**src/design/tdp_pkg.sv**
```systemverilog
package tdp_pkg;

    // Datapath width of the tester; the candidate is taken modulo 2**VALUE_WIDTH.
    localparam int VALUE_WIDTH = 32;
    localparam int CNT_W       = $clog2(VALUE_WIDTH);
    localparam int CAND_W      = 32;

    localparam logic [VALUE_WIDTH-1:0] FIRST_DIVISOR = VALUE_WIDTH'(3);
    localparam logic [VALUE_WIDTH-1:0] DIVISOR_STEP  = VALUE_WIDTH'(2);
    localparam logic [VALUE_WIDTH-1:0] SMALLEST_PRIME = VALUE_WIDTH'(2);
    localparam logic [CNT_W-1:0]       LAST_STEP     = CNT_W'(VALUE_WIDTH - 1);

    typedef enum logic [2:0] {
        ST_IDLE,
        ST_CLASSIFY,
        ST_DIVIDE,
        ST_CHECK
    } t_state;

    // controller -> datapath
    typedef struct packed {
        logic load;        // capture candidate, reset divisor
        logic div_start;   // load dividend into the divider
        logic div_step;    // one restoring-division step
        logic next_div;    // advance divisor by two
        logic res_valid;   // publish a result
        logic res_flag;
    } t_cmd;

    // datapath -> controller
    typedef struct packed {
        logic below_two;
        logic is_two;
        logic is_even;
        logic div_last;    // current step is the final one
        logic bound_fail;  // divisor exceeds quotient, i.e. d*d > k
        logic rem_zero;
    } t_status;

endpackage

```
**src/design/tdp_ctrl.sv**
```systemverilog
module tdp_ctrl (
    input  logic             i_clk,
    input  logic             i_rst_n,
    input  logic             i_start,
    input  tdp_pkg::t_status i_status,
    output tdp_pkg::t_cmd    o_cmd,
    output logic             o_busy
);
    import tdp_pkg::*;

    t_state r_state;
    t_state n_state;

    always_ff @(posedge i_clk) begin
        if (!i_rst_n) begin
            r_state <= ST_IDLE;
        end else begin
            r_state <= n_state;
        end
    end

    always_comb begin
        n_state = r_state;
        o_cmd   = '0;
        unique case (r_state)
            ST_IDLE: begin
                if (i_start) begin
                    o_cmd.load = 1'b1;
                    n_state    = ST_CLASSIFY;
                end
            end
            ST_CLASSIFY: begin
                priority if (i_status.below_two) begin
                    o_cmd.res_valid = 1'b1;
                    o_cmd.res_flag  = 1'b0;
                    n_state         = ST_IDLE;
                end else if (i_status.is_two) begin
                    o_cmd.res_valid = 1'b1;
                    o_cmd.res_flag  = 1'b1;
                    n_state         = ST_IDLE;
                end else if (i_status.is_even) begin
                    o_cmd.res_valid = 1'b1;
                    o_cmd.res_flag  = 1'b0;
                    n_state         = ST_IDLE;
                end else begin
                    o_cmd.div_start = 1'b1;
                    n_state         = ST_DIVIDE;
                end
            end
            ST_DIVIDE: begin
                o_cmd.div_step = 1'b1;
                if (i_status.div_last) begin
                    n_state = ST_CHECK;
                end
            end
            ST_CHECK: begin
                // bound is tested before the remainder, as the loop condition comes first
                priority if (i_status.bound_fail) begin
                    o_cmd.res_valid = 1'b1;
                    o_cmd.res_flag  = 1'b1;
                    n_state         = ST_IDLE;
                end else if (i_status.rem_zero) begin
                    o_cmd.res_valid = 1'b1;
                    o_cmd.res_flag  = 1'b0;
                    n_state         = ST_IDLE;
                end else begin
                    o_cmd.next_div  = 1'b1;
                    o_cmd.div_start = 1'b1;
                    n_state         = ST_DIVIDE;
                end
            end
            default: begin
                n_state = ST_IDLE;
            end
        endcase
    end

    assign o_busy = (r_state != ST_IDLE);

endmodule

```
**src/design/tdp_dpath.sv**
```systemverilog
module tdp_dpath (
    input  logic                        i_clk,
    input  logic                        i_rst_n,
    input  logic [tdp_pkg::CAND_W-1:0]  i_candidate,
    input  tdp_pkg::t_cmd               i_cmd,
    output tdp_pkg::t_status            o_status,
    output logic                        o_valid,
    output logic                        o_prime_flag
);
    import tdp_pkg::*;

    logic [VALUE_WIDTH-1:0] r_k;
    logic [VALUE_WIDTH-1:0] r_d;
    logic [VALUE_WIDTH-1:0] r_rem;
    logic [VALUE_WIDTH-1:0] r_quo;
    logic [CNT_W-1:0]       r_cnt;
    logic                   r_valid;
    logic                   r_flag;

    logic [VALUE_WIDTH:0]   shifted;
    logic [VALUE_WIDTH:0]   trial;
    logic                   q_bit;
    logic [VALUE_WIDTH-1:0] n_rem;

    // restoring division: bring down one dividend bit, subtract if it fits
    assign shifted = {r_rem, r_quo[VALUE_WIDTH-1]};
    assign trial   = shifted - {1'b0, r_d};
    assign q_bit   = ~trial[VALUE_WIDTH];
    assign n_rem   = q_bit ? trial[VALUE_WIDTH-1:0] : shifted[VALUE_WIDTH-1:0];

    always_ff @(posedge i_clk) begin
        if (i_cmd.load) begin
            r_k <= VALUE_WIDTH'(i_candidate);
            r_d <= FIRST_DIVISOR;
        end else if (i_cmd.next_div) begin
            r_d <= r_d + DIVISOR_STEP;
        end
        if (i_cmd.div_start) begin
            r_rem <= '0;
            r_quo <= r_k;
            r_cnt <= '0;
        end else if (i_cmd.div_step) begin
            r_rem <= n_rem;
            r_quo <= {r_quo[VALUE_WIDTH-2:0], q_bit};
            r_cnt <= r_cnt + 1'b1;
        end
        if (i_cmd.res_valid) begin
            r_flag <= i_cmd.res_flag;
        end
    end

    always_ff @(posedge i_clk) begin
        if (!i_rst_n) begin
            r_valid <= 1'b0;
        end else begin
            r_valid <= i_cmd.res_valid;
        end
    end

    always_comb begin
        o_status.below_two  = (r_k < SMALLEST_PRIME);
        o_status.is_two     = (r_k == SMALLEST_PRIME);
        o_status.is_even    = ~r_k[0];
        o_status.div_last   = (r_cnt == LAST_STEP);
        o_status.bound_fail = (r_d > r_quo);
        o_status.rem_zero   = (r_rem == '0);
    end

    assign o_valid      = r_valid;
    assign o_prime_flag = r_flag;

endmodule

```
**src/design/trial_division_primality_test_unit.sv**
```systemverilog
// Values below 3 and even values are decided without any division; otherwise one division is run
//   per odd divisor tried (up to about 2**(VALUE_WIDTH/2-1) divisors).
// Throughput: one candidate at a time; busy stays high until the result strobe.
// Each divisor costs one bit-serial restoring division (one bit per cycle) plus a check state.
// Reset (synchronous, active low) returns the controller to idle and clears the strobe.
// The result is shown for one cycle on o_valid; the receiver cannot stall it.
module trial_division_primality_test_unit (
    input  logic                        i_clk,
    input  logic                        i_rst_n,
    input  logic                        start,
    input  logic [tdp_pkg::CAND_W-1:0]  i_candidate,
    output logic                        busy,
    output logic                        o_valid,
    output logic                        o_prime_flag
);
    import tdp_pkg::*;

    t_cmd    cmd;
    t_status status;

    tdp_ctrl u_ctrl (
        .i_clk    (i_clk),
        .i_rst_n  (i_rst_n),
        .i_start  (start),
        .i_status (status),
        .o_cmd    (cmd),
        .o_busy   (busy)
    );

    tdp_dpath u_dpath (
        .i_clk        (i_clk),
        .i_rst_n      (i_rst_n),
        .i_candidate  (i_candidate),
        .i_cmd        (cmd),
        .o_status     (status),
        .o_valid      (o_valid),
        .o_prime_flag (o_prime_flag)
    );

`ifndef SYNTHESIS
    a_accept_busy: assert property (@(posedge i_clk) disable iff (!i_rst_n)
        (start && !busy) |=> busy)
        else $error("busy not raised after accepted transfer");

    a_result_from_busy: assert property (@(posedge i_clk) disable iff (!i_rst_n)
        o_valid |-> $past(busy))
        else $error("result strobe without work in progress");

    a_single_strobe: assert property (@(posedge i_clk) disable iff (!i_rst_n)
        o_valid |=> !o_valid)
        else $error("result strobe longer than one cycle");

    a_publish_ends_work: assert property (@(posedge i_clk) disable iff (!i_rst_n)
        cmd.res_valid |=> !busy)
        else $error("controller still busy after publishing a result");
`endif

endmodule
```
**config.mk**
```make
export PLATFORM = sky130hd
export DESIGN_NAME = trial_division_primality_test_unit
export DESIGN_NICKNAME = d
export VERILOG_FILES = /design/src/design/tdp_pkg.sv /design/src/design/tdp_ctrl.sv /design/src/design/tdp_dpath.sv /design/src/design/trial_division_primality_test_unit.sv
export SDC_FILE = /design/constraint.sdc
export NUM_CORES = 1
export LEC_CHECK = 0
export BUFFER_PORTS_ARGS = -buffer_cell sky130_fd_sc_hd__buf_4
export CORE_ASPECT_RATIO = 0.75
export CORE_MARGIN = 3
export CORE_UTILIZATION = 38
export CTS_CLUSTER_DIAMETER = 100
export DETAILED_ROUTE_END_ITERATION = 8
export HOLD_SLACK_MARGIN = 0.05
export MAX_ROUTING_LAYER = met4
export PLACE_DENSITY = 0.58
export SLEW_MARGIN = 15
export SYNTH_ARGS = -nofsm -noshare
export SYNTH_HDL_FRONTEND = slang
export SYNTH_HIERARCHICAL = 1
export SYNTH_SLANG_ARGS = --single-unit
```
**constraint.sdc**
```tcl
create_clock -name i_clk -period 4.3 [get_ports i_clk]
set_input_delay 0.86 -clock i_clk [delete_from_list [all_inputs] [get_ports i_clk]]
set_output_delay 0.86 -clock i_clk [all_outputs]
set_load 0.005 [all_outputs]
```
### Word-level counts from Yosys, hierarchy flattened

Index checks and enable logic that the tools add are counted.

* add/sub/neg operators: 3
* order comparisons: 2
* equality and inequality tests: 7
* muxes and demuxes: 27
* bitwise operators: 1
* reductions and logical operators: 5

Operator list (count)
* 32-bit 2-to-1 mux: 3
* 33-bit by 32-bit subtractor with 33-bit output: 1
* 32-bit by 2-bit adder with 32-bit output, second input constant: 1
* 32-bit by 2-bit equality test with 1-bit output, second input constant: 1
* 32-bit greater-than comparator: 1
* 32-bit zero test: 1
* 32-bit by 2-bit less-than comparator with 1-bit output, second input constant: 1
* 2-bit 2-to-1 mux: 9
* 3-bit one-hot mux with 4 select lines: 1
* 1-bit 2-to-1 mux: 9
* 3-bit 2-to-1 mux: 3
* 3-bit by 2-bit equality test with 1-bit output, second input constant: 2
* 5-bit by 1-bit adder with 5-bit output, second input constant: 1
* 5-bit equality test, second input constant: 1
* 2-bit != test, second input constant: 2
* 2-bit one-hot mux with 2 select lines: 1
* 3-bit by 1-bit equality test with 1-bit output, second input constant: 1
* 3-bit zero test: 1
* 3-bit nonzero test: 1
* 1-bit one-hot mux with 2 select lines: 1
* 2-bit AND reduction: 1
* 2-bit nonzero test: 1
* 1-bit NOT: 1

* flip-flop bits (word level): 138
* bits of input ports: 35
* output and inout bits: 3

### Depth between registers and ports, before layout

* depth in word-level cells: 5
* mapped depth: 22

### Modules after synthesis

The synthesis kept the hierarchy.

Modules (own cells, without submodules)
* tdp_dpath: instances 1, cells an instance 886, area each 8191.6 um^2, sequential area each 3333.2 um^2
* tdp_ctrl: instances 1, cells an instance 21, area each 155.1 um^2, sequential area each 40.0 um^2

### Worst setup path before layout

No wires, ideal clock.

* kind: register to register
* start: register u_dpath.r_quo[25]
* end: register u_dpath.r_d[31]
* data arrival time: 4.026 ns
* data required time: 4.172 ns
* setup slack: 0.146 ns
* cell stages (with the launch flop): 23
* path buffers: 0
* clock period less this slack: 4.154 ns
* cells stage by stage: edfxtp_1 -> inv_1 -> ha_1 -> a21o_1 -> a21o_1 -> a21o_1 -> a21oi_1 -> nor2b_1 -> o21ai_0 -> nand2b_1 -> a221oi_1 -> a32oi_1 -> or3b_1 -> nor2_1 -> and4_1 -> and3_1 -> and2_1 -> nor2b_1 -> nand2_1 -> nor3_1 -> nand3_1 -> xnor2_1 -> nor2_1

RTL lines
* from (decl): RTL line tdp_dpath.sv:15 `logic [VALUE_WIDTH-1:0] r_quo;`
* from (signal assigned): RTL line tdp_dpath.sv:40 `r_quo <= r_k;`
* from (signal assigned): RTL line tdp_dpath.sv:44 `r_quo <= {r_quo[VALUE_WIDTH-2:0], q_bit};`
* to (signal assigned): RTL line tdp_dpath.sv:36 `r_d <= r_d + DIVISOR_STEP;`
* to (decl): RTL line tdp_dpath.sv:13 `logic [VALUE_WIDTH-1:0] r_d;`

==> results.py <==
metrics = {
    "layout": {
        "ff_latch_area_um2": 3370,
        "drive_gt1_frac": 0.183,
        "multi_input_area_um2": 4710,
        "n_fill_cell": 2028,
        "area_delta_synth_final_pct": 18.4,
        "fin_nets": 1062,
        "post-route-util": 0.463,
    },
    "yosys": {
        "synth_largest_area_cell": "edfxtp_1",
        "synth_edf_count": 65,
        "synth_common_cells": "nand2_1 (112), nor2_1 (93), inv_1 (73), dfxtp_1 (71)",
        "synth_warnings": 6,
        "ys_top_cells_by_area": "edfxtp_1 (23%), dfxtp_1 (17%), ha_1 (9.7%), nand2_1 (5.0%), xnor2_1 (4.8%)",
        "synth_cell_type_count": 64,
        "synth_top_area_share": 0.234,
        "avgSynthCellArea_um2": 9.20,
        "synth-seq-area-share": 0.404,
        "synth_area_um2": 8350,
        "ys_seq_elements": 136,
        "synthesis.nets": 1008,
        "async_flop_share": 0,
        "synth.most_common_cell": "nand2_1",
        "ys.flop_type": "dfxtp_1",
        "syn_inst": 907,
    },
    "timing": {
        "skew_ns": 0.00984,
        "fin_setup_tns_ns": 0,
        "period_share": 0.944,
        "slew_violations": 0,
        "hold_violations": 0,
        "final-setup-viol-count": 0,
        "timing.slew.headroom": 0.299,
        "max_clock_freq_mhz": 246,
        "post-route-min-period_ns": 4.06,
        "tightest_slew_ns": 1.04,
    },
    "setup_path": {
        "startpoint_type": "register",
        "crit-reg2reg-launch": "u_dpath/r_quo[25]",
        "worst_setup_path_end_kind": "register",
        "critPathKind": "reg2reg",
        "worstPathArrival_ns": 4.36,
        "crit_required_ns": 4.60,
        "critPathMaxFanout": 3,
        "cp-startpoint": "u_dpath/r_quo[25]",
    },
    "pwr": {
        "p_sw_uw": 2910,
        "vdd_ir_drop_max_uv": 348,
        "leakage_uw": 0.00395,
        "sw_frac_of_total": 0.427,
        "power_density_nw_per_um2": 689,
        "power.share.sequential": 0.269,
        "internal_power_uw": 3900,
        "p_comb_frac": 0.502,
        "total_power_uw": 6810,
        "power_frac_clock": 0.229,
    },
    "routing": {
        "finalWirelength_mm": 19.9,
        "antenna_left": 0,
        "first_pass_iters": 5,
        "drc": 0,
        "drt_iter0_drc": 522,
        "vias_per_cell": 5.27,
        "routedWlPerCell_um": 15.8,
        "vias": 6660,
    },
    "clocking": {
        "clkLatencyLatePin_ns": 0.42,
        "clk_pin_slew_worst_paths_ns": 0.06,
        "cts_buffer_depth": 2,
        "htreeDepth": 4,
        "cts_tree": "done",
        "cts_buffers": 17,
        "cts_num_sinks": 136,
        "clockRootBuffer": "clkbuf_16",
        "postCtsHoldBufs": 0,
    },
    "floorplanning": {
        "die-area_um2": 23800,
        "fp.dieW_um": 177,
        "coreArea_um2": 21400,
        "ios": 38,
        "fp.dieH_um": 134,
        "rows": 46,
        "start_util": 0.391,
    },
    "global_routing": {
        "grt-ovfl-total": 0,
        "grt_pass1_wl_mm": 33.2,
        "grt_pass1_vias": 6479,
        "grt_max_degree": 55,
        "antenna_found_initial": 0,
        "grt_use_total": 0.179,
    },
    "placement": {
        "portBuffers": 37,
        "gp_congestion": 0.878,
        "dp_hpwl_mm": 14.7,
    },
    "outcome": {
        "status": "complete, no violations",
    },
    "worst_hold_path": {
        "hp-start": "u_dpath/r_cnt[4]",
        "min_path_type": "reg2reg",
    },
    "run": {
        "drv_cap": 0,
    },
}
[power by group through the flow]
stage | Sequential (µW) | Combinational (µW) | Clock, µW
after global placement | 1850 | 3360 | 0
after global routing | 1860 | 3830 | 1650
after detailed placement | 1850 | 3360 | 0
after floorplan | 1760 | 2860 | 0
after CTS | 1830 | 3390 | 1590
final | 1830 | 3420 | 1560
[metal layers]
layer / global-route usage / part of all wire / wire [µm]
met5: - / 0 / 0
met4: 0.0506 / 0.013 / 259
met3: 0.0314 / 0.038 / 756
met2: 0.261 / 0.43 / 8470
met1: 0.256 / 0.52 / 10400
[registers in the layout (all words and copies together), names as in the netlist]
signal,cells
u_dpath/r_quo,32
u_dpath/r_d,31
u_dpath/o_prime_flag,1
u_dpath/r_cnt,5
u_dpath/r_rem,32
u_dpath/r_k,32
u_ctrl/r_state,2
u_dpath/o_valid,1
[layout by cell type (no fill, tap or decap), types with 7 or more instances in the layout]
master,count
ha_1,64
nor4_1,19
a21o_1,20
mux2i_1,7
dfxtp_1,71
clkbuf_16,17
nor3_1,10
nand3_1,10
a21oi_1,43
a21oi_2,9
nand2b_1,12
a311oi_2,16
buf_4,62
nand4_1,26
o21ai_1,8
xor2_1,12
inv_1,72
nor2_1,89
a211oi_2,12
xnor2_1,44
edfxtp_1,65
o21ai_0,52
nand2_1,110
and3_1,9
[cell type report]
type / instances / share of cell area
multi-input cells: 667 / 0.477
flip-flops and latches: 136 / 0.341
repair buffers: 66 / 0.0543
clock buffers: 17 / 0.0430
well taps: 288 / 0.0365
inverters: 73 / 0.0277
clock inverters: 15 / 0.0201
diodes: 1 / 0.000253
[per-stage QoR]
step | setup slack, ns | instances | hold WS [ns] | instance area [µm²]
final | 0.242 | 1263 | 0.520 | 9880
after global placement | 0.138 | 1227 | 0.486 | 9090
after floorplan | 0.146 | 907 | 0.467 | 8350
after CTS | 0.0141 | 1259 | 0.523 | 9720
after detailed placement | 0.0272 | 1227 | 0.510 | 9090
after global routing | -0.0393 | 1262 | 0.549 | 9880
[cell families (layout without fill, tap and decap cells)]
family                     Yosys count  after routing  synth area share
and+or+nand+nor                    325            325             0.182
xor gates and xnor gates            59             59            0.0642
muxes                               12             12            0.0151
other                                0              1                 0
buffers and inverters              104            171            0.0526
AOI/OAI and AO/OA                  205            205             0.182
DFF                                136            136             0.404
adders and majority gates           66             66            0.0998
[worst paths after layout]
path                                          to  slack (ns)  cells after the start
worst min-delay path            u_dpath/r_cnt[4]        0.52                      2
worst max register to register   u_dpath/r_d[29]        0.24                     23
worst max-delay path             u_dpath/r_d[29]        0.24                     23
worst min register to register  u_dpath/r_cnt[4]        0.52                      2
[worst max-delay path: stages (launching register included)]
cell,delay (ns)
edfxtp_1,0.38
inv_2,0.09
ha_4,0.20
a21o_1,0.17
a21o_1,0.15
a21o_1,0.16
a21oi_2,0.11
nor2b_1,0.05
o21ai_1,0.13
nand2b_1,0.08
a221oi_2,0.23
buf_4,0.16
a32oi_2,0.06
or3b_4,0.44
nor2_4,0.12
and4_4,0.22
and3_4,0.18
and2_4,0.14
nor2b_4,0.17
nand2_4,0.08
nor3_4,0.27
nand3_2,0.12
xnor2_2,0.16
nor2_1,0.05
[timing repair]
action | in CTS | in global routing
buffers inserted | 0 | 3
setup endpoints to repair | 5 | 19
cloned | 0 | 0
pin swaps | 0 | 15
gates resized for setup | 3 | 31
(Power assumes the default switching activity.)
